File: src/rtl/core/dqe_pkg.sv
// ----------------------------------------------------------------------------
// dqe_pkg
// Shared types and constants for the DNS question encoder: payload structs,
// command kinds passed from front to back, back-end states and trailer bytes.
// ----------------------------------------------------------------------------
package dqe_pkg;

    // Label buffer capacity in characters (1 to 255).
    localparam int LABEL_BYTES = 32;
    localparam int CNT_W       = $clog2(LABEL_BYTES + 1);
    localparam int IDX_W       = (LABEL_BYTES > 1) ? $clog2(LABEL_BYTES) : 1;

    localparam logic [7:0]  SEPARATOR   = 8'd46;
    localparam logic [7:0]  NAME_END    = 8'd0;
    localparam logic [15:0] INET_QCLASS = 16'd1;

    // Trailer: zero byte, qtype high, qtype low, class high, class low.
    localparam int TRL_BYTES = 5;
    localparam logic [2:0] TRL_LAST = 3'(TRL_BYTES - 1);

    typedef struct packed {
        logic [7:0]  ch;
        logic [15:0] qtype;
    } in_item_t;

    typedef struct packed {
        logic [7:0] out_byte;
        logic       run_last;
        logic       overflow;
    } out_item_t;

    typedef enum logic [1:0] {
        CMD_CHAR,
        CMD_SEP,
        CMD_END
    } cmd_kind_t;

    typedef struct packed {
        cmd_kind_t   kind;
        logic [7:0]  ch;
        logic [15:0] qtype;
    } cmd_t;

    typedef enum logic [2:0] {
        BK_IDLE,
        BK_LEN,
        BK_RD,
        BK_CHR,
        BK_TRL
    } bk_state_t;

    function automatic logic [7:0] trl_byte(input logic [2:0] idx,
                                            input logic [15:0] qtype);
        logic [7:0] b;
        case (idx)
            3'd0:    b = 8'h00;
            3'd1:    b = qtype[15:8];
            3'd2:    b = qtype[7:0];
            3'd3:    b = INET_QCLASS[15:8];
            default: b = INET_QCLASS[7:0];
        endcase
        return b;
    endfunction

endpackage

File: src/rtl/core/dqe_front.sv
// ----------------------------------------------------------------------------
// dqe_front
// Accepts name characters, classifies each as label character, separator or
// terminator, and holds the commands in a two-entry queue for the back end.
// ----------------------------------------------------------------------------
module dqe_front
    import dqe_pkg::*;
(
    input  logic     aclk,
    input  logic     aresetn,
    input  logic     s_valid,
    output logic     s_ready,
    input  in_item_t s_data,
    output logic     q_valid,
    input  logic     q_ready,
    output cmd_t     q_cmd
);

    cmd_t       entry_reg [2];
    logic       wr_ptr_reg, wr_ptr_next;
    logic       rd_ptr_reg, rd_ptr_next;
    logic [1:0] fill_reg, fill_next;
    cmd_t       cmd_in;
    logic       push, pop;

    always_comb begin
        cmd_in.ch    = s_data.ch;
        cmd_in.qtype = s_data.qtype;
        unique case (s_data.ch)
            NAME_END:  cmd_in.kind = CMD_END;
            SEPARATOR: cmd_in.kind = CMD_SEP;
            default:   cmd_in.kind = CMD_CHAR;
        endcase
    end

    assign s_ready = (fill_reg != 2'd2);
    assign q_valid = (fill_reg != 2'd0);
    assign q_cmd   = entry_reg[rd_ptr_reg];
    assign push    = s_valid && s_ready;
    assign pop     = q_valid && q_ready;

    always_comb begin
        wr_ptr_next = push ? ~wr_ptr_reg : wr_ptr_reg;
        rd_ptr_next = pop ? ~rd_ptr_reg : rd_ptr_reg;
        fill_next   = fill_reg + 2'(push) - 2'(pop);
    end

    always_ff @(posedge aclk) begin
        if (!aresetn) begin
            wr_ptr_reg <= 1'b0;
            rd_ptr_reg <= 1'b0;
            fill_reg   <= 2'd0;
        end else begin
            wr_ptr_reg <= wr_ptr_next;
            rd_ptr_reg <= rd_ptr_next;
            fill_reg   <= fill_next;
        end
    end

    always_ff @(posedge aclk) begin
        if (push) begin
            entry_reg[wr_ptr_reg] <= cmd_in;
        end
    end

endmodule

File: src/rtl/core/dqe_back.sv
// ----------------------------------------------------------------------------
// dqe_back
// Executes queued commands: buffers label characters, emits each label as a
// length byte and its characters, and emits the question trailer.
// ----------------------------------------------------------------------------
module dqe_back
    import dqe_pkg::*;
(
    input  logic      aclk,
    input  logic      aresetn,
    input  logic      q_valid,
    output logic      q_ready,
    input  cmd_t      q_cmd,
    output logic      m_valid,
    input  logic      m_ready,
    output out_item_t m_data
);

    logic [7:0]       store_mem [LABEL_BYTES];
    logic [7:0]       rdata_reg;

    bk_state_t        state_reg, state_next;
    cmd_kind_t        kind_reg, kind_next;
    logic [15:0]      qtype_reg, qtype_next;
    logic [CNT_W-1:0] count_reg, count_next;
    logic [CNT_W-1:0] idx_reg, idx_next;
    logic             ovf_reg, ovf_next;
    logic [2:0]       trl_reg, trl_next;
    logic             m_valid_reg, m_valid_next;
    out_item_t        m_data_reg, m_data_next;

    logic             out_free;
    logic             out_load;
    logic             wr_en;
    logic [CNT_W-1:0] last_idx;

    assign out_free = !m_valid_reg || m_ready;
    assign last_idx = count_reg - CNT_W'(1);

    // Next state
    always_comb begin
        state_next = state_reg;
        unique case (state_reg)
            BK_IDLE: begin
                if (q_valid) begin
                    unique case (q_cmd.kind)
                        CMD_SEP:  state_next = BK_LEN;
                        CMD_END:  state_next = (count_reg != '0) ? BK_LEN : BK_TRL;
                        default:  state_next = BK_IDLE;
                    endcase
                end
            end
            BK_LEN: begin
                if (out_free) begin
                    state_next = (count_reg == '0) ? BK_IDLE : BK_RD;
                end
            end
            BK_RD: begin
                state_next = BK_CHR;
            end
            BK_CHR: begin
                if (out_free) begin
                    if (idx_reg == last_idx) begin
                        state_next = (kind_reg == CMD_SEP) ? BK_IDLE : BK_TRL;
                    end else begin
                        state_next = BK_RD;
                    end
                end
            end
            BK_TRL: begin
                if (out_free && trl_reg == TRL_LAST) begin
                    state_next = BK_IDLE;
                end
            end
            default: state_next = BK_IDLE;
        endcase
    end

    // Datapath and outputs
    always_comb begin
        q_ready     = 1'b0;
        wr_en       = 1'b0;
        out_load    = 1'b0;
        kind_next   = kind_reg;
        qtype_next  = qtype_reg;
        count_next  = count_reg;
        idx_next    = idx_reg;
        ovf_next    = ovf_reg;
        trl_next    = trl_reg;
        m_data_next = m_data_reg;
        unique case (state_reg)
            BK_IDLE: begin
                q_ready = 1'b1;
                if (q_valid) begin
                    kind_next  = q_cmd.kind;
                    qtype_next = q_cmd.qtype;
                    idx_next   = '0;
                    trl_next   = '0;
                    if (q_cmd.kind == CMD_CHAR) begin
                        if (count_reg < CNT_W'(LABEL_BYTES)) begin
                            wr_en      = 1'b1;
                            count_next = count_reg + CNT_W'(1);
                        end else begin
                            ovf_next = 1'b1;
                        end
                    end else if (q_cmd.kind == CMD_END && count_reg == '0) begin
                        ovf_next = 1'b0;
                    end
                end
            end
            BK_LEN: begin
                if (out_free) begin
                    out_load             = 1'b1;
                    m_data_next.out_byte = 8'(count_reg);
                    m_data_next.run_last = (count_reg == '0) && (kind_reg == CMD_SEP);
                    m_data_next.overflow = ovf_reg;
                    if (count_reg == '0) begin
                        ovf_next = 1'b0;
                    end
                end
            end
            BK_CHR: begin
                if (out_free) begin
                    out_load             = 1'b1;
                    m_data_next.out_byte = rdata_reg;
                    m_data_next.run_last = (idx_reg == last_idx) && (kind_reg == CMD_SEP);
                    m_data_next.overflow = ovf_reg;
                    idx_next             = idx_reg + CNT_W'(1);
                    if (idx_reg == last_idx) begin
                        count_next = '0;
                        ovf_next   = 1'b0;
                    end
                end
            end
            BK_TRL: begin
                if (out_free) begin
                    out_load             = 1'b1;
                    m_data_next.out_byte = trl_byte(trl_reg, qtype_reg);
                    m_data_next.run_last = (trl_reg == TRL_LAST);
                    m_data_next.overflow = 1'b0;
                    trl_next             = trl_reg + 3'd1;
                end
            end
            default: begin
            end
        endcase
        m_valid_next = out_load ? 1'b1 : (m_ready ? 1'b0 : m_valid_reg);
    end

    always_ff @(posedge aclk) begin
        if (!aresetn) begin
            state_reg   <= BK_IDLE;
            count_reg   <= '0;
            ovf_reg     <= 1'b0;
            m_valid_reg <= 1'b0;
        end else begin
            state_reg   <= state_next;
            count_reg   <= count_next;
            ovf_reg     <= ovf_next;
            m_valid_reg <= m_valid_next;
        end
    end

    always_ff @(posedge aclk) begin
        kind_reg   <= kind_next;
        qtype_reg  <= qtype_next;
        idx_reg    <= idx_next;
        trl_reg    <= trl_next;
        m_data_reg <= m_data_next;
    end

    // Label buffer: one write port, one registered read port
    always_ff @(posedge aclk) begin
        if (wr_en) begin
            store_mem[count_reg[IDX_W-1:0]] <= q_cmd.ch;
        end
        rdata_reg <= store_mem[idx_reg[IDX_W-1:0]];
    end

    assign m_valid = m_valid_reg;
    assign m_data  = m_data_reg;

    a_count_range: assert property (@(posedge aclk) disable iff (!aresetn)
        count_reg <= CNT_W'(LABEL_BYTES))
        else $error("label count beyond capacity");

    a_ovf_full: assert property (@(posedge aclk) disable iff (!aresetn)
        ovf_reg |-> (count_reg == CNT_W'(LABEL_BYTES)))
        else $error("overflow flag set on a label that is not full");

    a_no_overwrite: assert property (@(posedge aclk) disable iff (!aresetn)
        (out_load && m_valid_reg) |-> m_ready)
        else $error("output byte overwritten before transfer");

    a_chr_nonempty: assert property (@(posedge aclk) disable iff (!aresetn)
        (state_reg == BK_CHR || state_reg == BK_RD) |-> (count_reg != '0))
        else $error("character emission on an empty label");

endmodule

File: src/rtl/core/dns_question_encoder_core.sv
// ----------------------------------------------------------------------------
// dns_question_encoder_core
// Encodes a dotted domain name, one character per transfer, into DNS
// question wire form: length-prefixed labels, zero byte, qtype, class IN.
// ----------------------------------------------------------------------------
//
//  channel | ports                      | carries
//  --------+----------------------------+------------------------------------
//  input   | s_valid, s_ready, s_data   | ch (name character), qtype
//  result  | m_valid, m_ready, m_data   | out_byte, run_last, overflow
//
// A label character is buffered by the back end when its command is taken.
// Each emitted label character takes a buffer read, then an output register
// load; the length byte and each trailer byte load the output register
// directly. The registered buffer read sets the per-character emission rate.
// The front queue holds two commands, so input transfers continue while the
// back end emits until it fills; a stalled result side then stalls input too.
// aresetn is synchronous and active low; it clears the queue, the label count,
// the overflow flag and the output valid. Buffer contents are not cleared.
//
module dns_question_encoder_core
    import dqe_pkg::*;
(
    input  logic      aclk,
    input  logic      aresetn,
    input  logic      s_valid,
    output logic      s_ready,
    input  in_item_t  s_data,
    output logic      m_valid,
    input  logic      m_ready,
    output out_item_t m_data
);

    // Command queue between the classifier and the emitter
    logic q_valid;
    logic q_ready;
    cmd_t q_cmd;

    // Classify input transfers and queue them
    dqe_front u_front (
        .aclk    (aclk),
        .aresetn (aresetn),
        .s_valid (s_valid),
        .s_ready (s_ready),
        .s_data  (s_data),
        .q_valid (q_valid),
        .q_ready (q_ready),
        .q_cmd   (q_cmd)
    );

    // Buffer labels and emit the encoded bytes
    dqe_back u_back (
        .aclk    (aclk),
        .aresetn (aresetn),
        .q_valid (q_valid),
        .q_ready (q_ready),
        .q_cmd   (q_cmd),
        .m_valid (m_valid),
        .m_ready (m_ready),
        .m_data  (m_data)
    );

endmodule
File: config.mk
export PLATFORM = sky130hd
export DESIGN_NAME = dns_question_encoder_core
export DESIGN_NICKNAME = d
export VERILOG_FILES = /design/src/rtl/core/dqe_pkg.sv /design/src/rtl/core/dqe_front.sv /design/src/rtl/core/dqe_back.sv /design/src/rtl/core/dns_question_encoder_core.sv
export SDC_FILE = /design/constraint.sdc
export NUM_CORES = 1
export LEC_CHECK = 0
export ABC_CLOCK_PERIOD_IN_PS = 8150
export BUFFER_PORTS_ARGS = -buffer_cell sky130_fd_sc_hd__buf_2
export CORE_UTILIZATION = 40
export CTS_CLUSTER_SIZE = 40
export DETAILED_ROUTE_END_ITERATION = 6
export PLACE_DENSITY_LB_ADDON = 0.12
export SKIP_LAST_GASP = 1
export SYNTH_ARGS = -nofsm -noshare
export SYNTH_HDL_FRONTEND = slang
export SYNTH_SLANG_ARGS = --single-unit
File: constraint.sdc
create_clock -name aclk -period 8.15 [get_ports aclk]
set_input_delay 0.815 -clock aclk [delete_from_list [all_inputs] [get_ports aclk]]
set_output_delay 0.815 -clock aclk [all_outputs]
set_load 0.01 [all_outputs]
Word-level counts from Yosys, hierarchy flattened
Memories as Yosys holds them, arrays and structs flattened. A register that Yosys moved wholly into a read port is not among the register bits. Index checks and enable logic that the tools add are counted.

Bits in registers: 52. Memory bits (writable): 308. Input port bits: 28. Output and inout port bits: 12. Memories kept: 2.

Memory list: u_back.store_mem (depth 32, width 8, rd ports 1, clocked after memory_dff 1, wr ports 1, RTL line dqe_back.sv:19) `logic [7:0] store_mem [LABEL_BYTES];`; u_front.entry_reg (depth 2, width 26, rd ports 1, clocked after memory_dff 1, wr ports 1, RTL line dqe_front.sv:19) `cmd_t entry_reg [2];`.

Add/sub/neg operators: 6. $lt $le $gt $ge: 1. Equal/unequal tests: 25. Mux-type cells: 52. Bitwise gates (word level): 2. Reductions and logical operators: 29.

Operators by type and width (number): 6-bit 2-to-1 mux (7); 10-bit 2-to-1 mux (3); 10-bit one-hot mux with 3 select lines (1); 3-bit 2-to-1 mux (9); 6-bit one-hot mux with 2 select lines (2); 8-bit one-hot mux with 3 select lines (1); 1-bit 2-to-1 mux (23); 2-bit by 1-bit != test with 1-bit output, second input constant (8); 3-bit one-hot mux with 5 select lines (1); 6-bit by 1-bit adder with 6-bit output, second input constant (2); 3-bit by 2-bit equality test with 1-bit output, second input constant (4); 3-bit one-hot mux with 2 select lines (2); 8-bit by 6-bit equality test with 1-bit output, second input constant (1); 8-bit zero test (1); 4-bit AND reduction (2); 8-bit AND reduction (1); 2-bit nonzero test (4); 3-bit by 1-bit equality test with 1-bit output, second input constant (2); 3-bit equality test, second input constant (2); 6-bit equality test (1); 1-bit logical AND (6); 3-bit zero test (2); 6-bit zero test (1); 6-bit < comparator, second input constant (1); 23 further kinds (28).

Depth between registers and ports, before layout
Gate-level depths: netlist (run 1).

Depth in word-level cells: 7. Depth in mapped cells: 10. Gate-level depth less buffers: 8.

Cells and area by module
Synthesis (run 1) repeated with hierarchy kept, for this count alone.

Cell total of the unflattened synthesis: 755. Area total of the unflattened synthesis: 14627.8 µm².

Modules (own cells, without submodules): dqe_back (instances 1, cells each 645, area each 12479.5 µm², sequential area each 9178.8 µm²); dqe_front (instances 1, cells each 110, area each 2148.3 µm², sequential area each 1661.6 µm²).

Least setup slack after synthesis (run 1)
No wires, ideal clock.

Path kind: reg2reg. Start: reg (tool-made name). End: mem u_back.store_mem[11][0], enable pin. Setup time: 0.370 ns. Data arrival time: 2.626 ns. Setup slack: 5.154 ns. Cell stages (with the launch flop): 9. Buffers on the path: 2. Clock period less this slack: 2.996 ns. Cell sequence: dfxtp_1 clkbuf_1 buf_1 mux2i_1 ha_1 nor2b_1 nor3b_2 nand2_1 nor2_1.

RTL lines (RTL line): end, declared (dqe_back.sv:19).

==> results_dict.tcl, run 1 <==
set metrics [dict create \
    dp_hpwl_um 21300 \
    worstReg2RegEnd "u_back.store_mem[16][5]" \
    pwr-share-comb_pct 24.7 \
    final_hold_viol_count 0 \
    cts_resized 0 \
    crit_path_start_kind "flip-flop" \
    drt_iter0_drc 578 \
    reg2reg_slack_ns 4.89 \
    cts.reportedPaths.clkPinSlew_ns 0.06 \
    path_cells "mux2i_1 > ha_1 > nor2b_1 > nor3b_2 > nand2_1 > nor2_1" \
    cts_max_path_buffers 3 \
    switchingPower_mw 1.59 \
    hp-class "input pin to flip-flop" \
    gp_congestion 0.836 \
    grt_usage_pct 18.8 \
    syn_nets 795 \
    first_pass_iters 5 \
    dp.cells 1223 \
    synth-seq-cells 369 \
    n_antenna_cell 0 \
    syn_area_um2 14600 \
    die_y_um 193 \
    yosys_warnings 0 \
    syn_inst 752 \
    worstMarginPinSlew_ns 0.977 \
    cts_max_level 2 \
    vias 7206 \
    avgRoutedWirePerCell_um 25.9 \
    die_w_um 193 \
    hold_path_depth 1 \
    cp-end-kind "flip-flop" \
    p_int_mw 3.94 \
    hold_end "u_front.entry_reg[0][7]" \
    p_per_area_nw_per_um2 335 \
    pwr-share-clk_pct 30.5 \
    io_pins 40 \
    setup_ws_ns 4.89 \
    p_leak_nw 5.24 \
    synth_ff_type "edfxtp_1" \
    grt_pass1_wl_um 49900 \
    instances_no_fill 1295 \
    antenna_found_initial 0 \
    portBuffers 39 \
    required_ns 8.30 \
    slew-limit-headroom_pct 34.8 \
    critPathMaxStageDelay_ns 0.72 \
    skew_ns 0.0251 \
    post-cts-setup-buffer-count 0 \
    grt.overflow.total 0 \
    ys_async_sr_fraction_pct 0 \
    viasPerCell 5.56 \
    finalSetupTns_ns 0 \
    nFillCells 3049 \
    root_buffer "clkbuf_16" \
    grt_pass1_vias 7546 \
    core_um2 35700 \
    crit_type "flip-flop to flip-flop" \
    critPathSlowestCell "nor2_1" \
    dp_slack_ns 4.92 \
    cp.arrival_ns 3.40 \
    total_power_mw 5.53 \
    avgSynthCellArea_um2 19.4 \
    clock-sinks 369 \
    cp_num_buf_inv 0 \
    ant_nets 0 \
    ir_worst_vdd_uv 199 \
    nets 846 \
    multi_input_area_um2 3540 \
    rows 69 \
    synthDistinctLibCells 54 \
    grt_max_degree 68 \
    critical_path_peak_fanout 8 \
    outcome "finished, final reports clean" \
    largest_reg_flops 256 \
    max_freq_mhz 307 \
    numCtsBuffers 39 \
    cap_violations 0 \
    path_delay_family "simple AND/OR/NAND/NOR gates" \
    seq_area_um2 10800 \
    cts_tree "done" \
    swShare_pct 28.8 \
    setup_viol 0 \
    synth_seq_area_share_pct 74.2 \
    utilization_pct 46.1 \
    seq_power_share_pct 44.8 \
    synth_edf_count 345 \
    slew_viol_final 0 \
    area_growth_pct 12.9 \
    cts_hold_buf 0 \
    reg2regPathDepth 6 \
    die_area_um2 37300 \
    rsz0062_at_grt "false" \
    period_share_pct 40.0 \
    min-delay-start "s_data[7]" \
    wirelength_um 33600 \
    finalCriticalPeriod_ns 3.26 \
    drive_gt1_share_pct 26.6 \
    start_util_pct 40.9 \
    clk-insertion-delay-late_ns 0.54 \
    drc 0 \
]
==> power by group through the flow <==
stage | clock network, mW | logic, mW | registers [mW]
2_1_floorplan | 0 | 0.964 | 2.47
4_1_cts | 1.73 | 1.39 | 2.48
3_3_place_gp | 0 | 1.38 | 2.51
6_report | 1.69 | 1.37 | 2.48
5_1_grt | 1.79 | 1.48 | 2.50
3_5_place_dp | 0 | 1.39 | 2.52
==> worst reg2reg max path, stage by stage, from the launching register on <==
cell and delay, ns:
dfxtp_1 0.40, mux2i_1 0.33, ha_1 0.23, nor2b_1 0.20
nor3b_2 0.46, nand2_1 0.53, nor2_1 0.73
==> worst max-delay path by stage <==
| stage | startpoint | endpoint | slack (ns) | depth (start not counted) |
|---|---|---|---|---|
| 6_report | flip-flop | u_back.store_mem[16][5] | 4.89 | 6 |
| 3_3_place_gp | u_back.idx_reg[0] | u_back.rdata_reg[0] | 5.01 | 5 |
| 2_1_floorplan | flip-flop | u_back.store_mem[11][0] | 5.15 | 8 |
| 3_5_place_dp | flip-flop | u_back.store_mem[14][1] | 4.92 | 6 |
| 5_1_grt | flip-flop | u_back.store_mem[13][7] | 4.65 | 6 |
| 4_1_cts | flip-flop | u_back.store_mem[14][5] | 4.89 | 6 |
==> final cells by class <==
cell class                 instances  share of cell area, %
clock inverter                    19                  0.986
multi-input combinational        333                   21.5
clock buffer                      53                   6.43
sequential                       369                   65.7
timing repair buffer              48                   1.59
inverter                          12                  0.273
tap                              461                   3.50
==> kinds of logic (layout without fill, tap and decap cells) <==
group / after synthesis / after routing / share of synthesized area (%)
AND/OR/NAND/NOR: 133 / 133 / 4.48
buffers and inverters: 50 / 132 / 1.56
multiplexers: 115 / 115 / 15.0
flip-flops: 369 / 369 / 74.2
adder cells (fa/ha/maj): 15 / 15 / 1.28
XOR/XNOR: 16 / 16 / 0.959
AO/OA/AOI/OAI: 54 / 54 / 2.49
==> synthesized netlist by cell type, drive strengths merged (3+ instances only) <==
library cell,number,area [um2]
nand2b,4,25.0
mux2,33,372
inv,12,45.0
ha,15,188
nor2,58,218
and2,3,18.8
and3,3,18.8
nand3,14,70.1
buf,14,92.6
xor2,8,70.1
nor2b,3,18.8
xnor2,8,70.1
o21ai,13,65.1
a22oi,13,97.6
o22ai,3,18.8
a21oi,8,40.0
nor3,6,30.0
a31oi,3,18.8
nor4,4,25.0
nand2,17,63.8
mux4,80,1800
edfxtp,345,10400
clkbuf,24,90.1
dfxtp,24,480
nand3b,4,30.0
nand4,3,18.8
or3,3,18.8
==> per-layer routing <==
layer,up-vias,track usage (%),wire [um]
li1,3157,-,-
met1,3760,25.5,14400
met2,234,30.6,16400
met3,55,3.28,1740
met4,0,6.19,945
met5,-,0,0
==> cells in the final DEF (no fill, tap or decap), types with 4 or more instances in the layout <==
cell type | Yosys | final
a21oi_1 | 8 | 8
a22oi_1 | 13 | 13
buf_2 | 8 | 39
buf_4 | 0 | 9
clkbuf_1 | 24 | 12
clkbuf_16 | 0 | 40
clkinv_1 | 0 | 5
clkinv_2 | 0 | 7
dfxtp_1 | 24 | 24
edfxtp_1 | 345 | 345
ha_1 | 15 | 15
inv_1 | 12 | 12
mux2_2 | 32 | 32
mux4_2 | 80 | 80
nand2_1 | 17 | 17
nand2b_1 | 4 | 4
nand3_1 | 14 | 14
nand3b_1 | 4 | 4
nor2_1 | 58 | 56
nor3_1 | 6 | 6
nor4_1 | 4 | 4
o21ai_0 | 10 | 10
xnor2_1 | 8 | 8
xor2_1 | 8 | 8
==> metrics by stage <==
step | area (um2) | hold WS, ns
2_1_floorplan | 14600 | 0.449
6_report | 16500 | 0.461
5_1_grt | 16500 | 0.442
4_1_cts | 16500 | 0.434
3_5_place_dp | 15300 | 0.488
3_3_place_gp | 15300 | 0.487
No activity file was read; power rests on OpenSTA's default activity.
==> run 2: changes to the inputs <==
- ABC_CLOCK_PERIOD_IN_PS: 8150 -> 3300
- clock period: 8.15 -> 3.3 ns (I/O delays scaled with it)
==> results_dict.tcl, run 2 (synthesized netlist as in run 1, its figures left out) <==
set metrics [dict create \
    clk-insertion-delay-late_ns 0.53 \
    cap_violations 0 \
    finalCriticalPeriod_ns 3.10 \
    post-cts-setup-buffer-count 0 \
    area_growth_pct 15.6 \
    reg2reg_slack_ns 0.20 \
    required_ns 3.46 \
    cts_max_path_buffers 3 \
    viasPerCell 5.40 \
    grt_pass1_vias 7519 \
    die_y_um 193 \
    grt_usage_pct 17.6 \
    cts_max_level 2 \
    wl_met2_um 15600 \
    period_share_pct 94.1 \
    rows 69 \
    instances_no_fill 1340 \
    first_pass_iters 5 \
    p_per_area_nw_per_um2 801 \
    vias 7238 \
    grt.overflow.total 0 \
    clock-sinks 369 \
    cp-end-kind "flip-flop" \
    nFillCells 3042 \
    nets 892 \
    gp_congestion 0.903 \
    die_area_um2 37300 \
    drive_gt1_share_pct 27.8 \
    critical_path_peak_fanout 8 \
    dp.cells 1248 \
    cts.reportedPaths.clkPinSlew_ns 0.05 \
    crit_path_start_kind "flip-flop" \
    setup_viol 0 \
    ant_nets 0 \
    drc 0 \
    grt_max_degree 56 \
    start_util_pct 40.9 \
    grt_pass1_wl_um 47600 \
    antenna_found_initial 0 \
    worstMarginPinSlew_ns 0.828 \
    setup_ws_ns 0.196 \
    drt_iter0_drc 572 \
    final_cell_mix "edfxtp_1 (345), mux4_2 (80), nor2_1 (55), clkbuf_16 (39), buf_2 (39)" \
    max_freq_mhz 322 \
    skew_ns 0.0204 \
    p_leak_nw 5.45 \
    slew-limit-headroom_pct 44.8 \
    dpl_cell_area_um2 15500 \
    largest_reg_flops 256 \
    crit_type "flip-flop to flip-flop" \
    top_layer_used "met4" \
    numCtsBuffers 39 \
    cts_tree "done" \
    portBuffers 39 \
    cp.arrival_ns 3.26 \
    io_pins 40 \
    ir_worst_vdd_uv 436 \
    final_common_cell "edfxtp_1" \
    m1WireLength_um 14200 \
    avgRoutedWirePerCell_um 23.7 \
    die_w_um 193 \
    min-delay-start "s_data[19]" \
    rsz0062_at_grt "true" \
    slew_viol_final 0 \
    wirelength_um 31800 \
    hp-class "input pin to flip-flop" \
    wl_met3_um 1410 \
    root_buffer "clkbuf_16" \
    outcome "finished, final reports clean" \
    final_cell_area_um2 16900 \
    core_um2 35700 \
    final_hold_viol_count 0 \
    dp_slack_ns 0.212 \
    dp_hpwl_um 20400 \
]
-- run 2: changes by cell type in the layout (fill, tap and decap cells not counted), moves of 2 or more --
| cell | previous run | this run |
|---|---|---|
| buf_4 | 9 | 30 |
| inv_6 | 2 | 0 |
| clkinv_1 | 5 | 8 |
| dlygate4sd3_1 | 0 | 21 |
| buf_12 | 0 | 4 |
-- run 2: metrics by stage --
stage          total power [mW]  utilization (%)  hold WS, ns  setup TNS (ns)
2_1_floorplan              8.49                -        0.429               0
3_3_place_gp               9.63             43.4        0.490               0
3_5_place_dp               9.70             43.4        0.508               0
4_1_cts                    13.7             47.2     0.000594               0
5_1_grt                    14.1             47.2      0.00827          -0.342
6_report                   13.5             47.2       0.0270               0
-- run 2: layout make-up --
cell class | instances | area (um2) | share of cell area (%)
Clock inverter | 20 | 144 | 0.852
Sequential cell | 369 | 10800 | 64.2
Multi-Input combinational cell | 333 | 3550 | 21.0
Timing Repair Buffer | 94 | 711 | 4.21
Antenna cell | 1 | 2.50 | 0.0148
Clock buffer | 50 | 1020 | 6.02
Tap cell | 461 | 577 | 3.42
Inverter | 12 | 45.0 | 0.267
-- run 2: path summary, 6_finish.rpt --
kind                               to  cells after the start
max           u_back.store_mem[25][0]                      6
min          u_front.entry_reg[0][19]                      1
min reg2reg            u_back.ovf_reg                      2
max reg2reg   u_back.store_mem[25][0]                      6
-- run 2: routing by layer --
| metal | track usage (%) | vias to the layer above |
|---|---|---|
| li1 | - | 3237 |
| met5 | 0 | - |
| met4 | 4.39 | 0 |
| met3 | 2.33 | 48 |
| met1 | 24.5 | 3771 |
| met2 | 29.4 | 182 |
-- run 2: critical path, stage by stage (launching register included) --
cell and delay, ns:
dfxtp_1 0.37, mux2i_1 0.33, ha_1 0.22, nor2b_1 0.18, nor3b_2 0.46, nand2_1 0.47
nor2_1 0.70
-- run 2: what timing repair did --
item | CTS | global route
hold endpoints to repair | 42 | 0
gates resized for setup | 0 | 1
hold buffers | 21 | 0
endpoints found under the setup margin | 0 | 24
-- run 2: power by group --
group,switching (mW),internal [mW]
clock,1.70,2.27
combinational,1.93,1.49
sequential,0.240,5.90
total,3.87,9.66
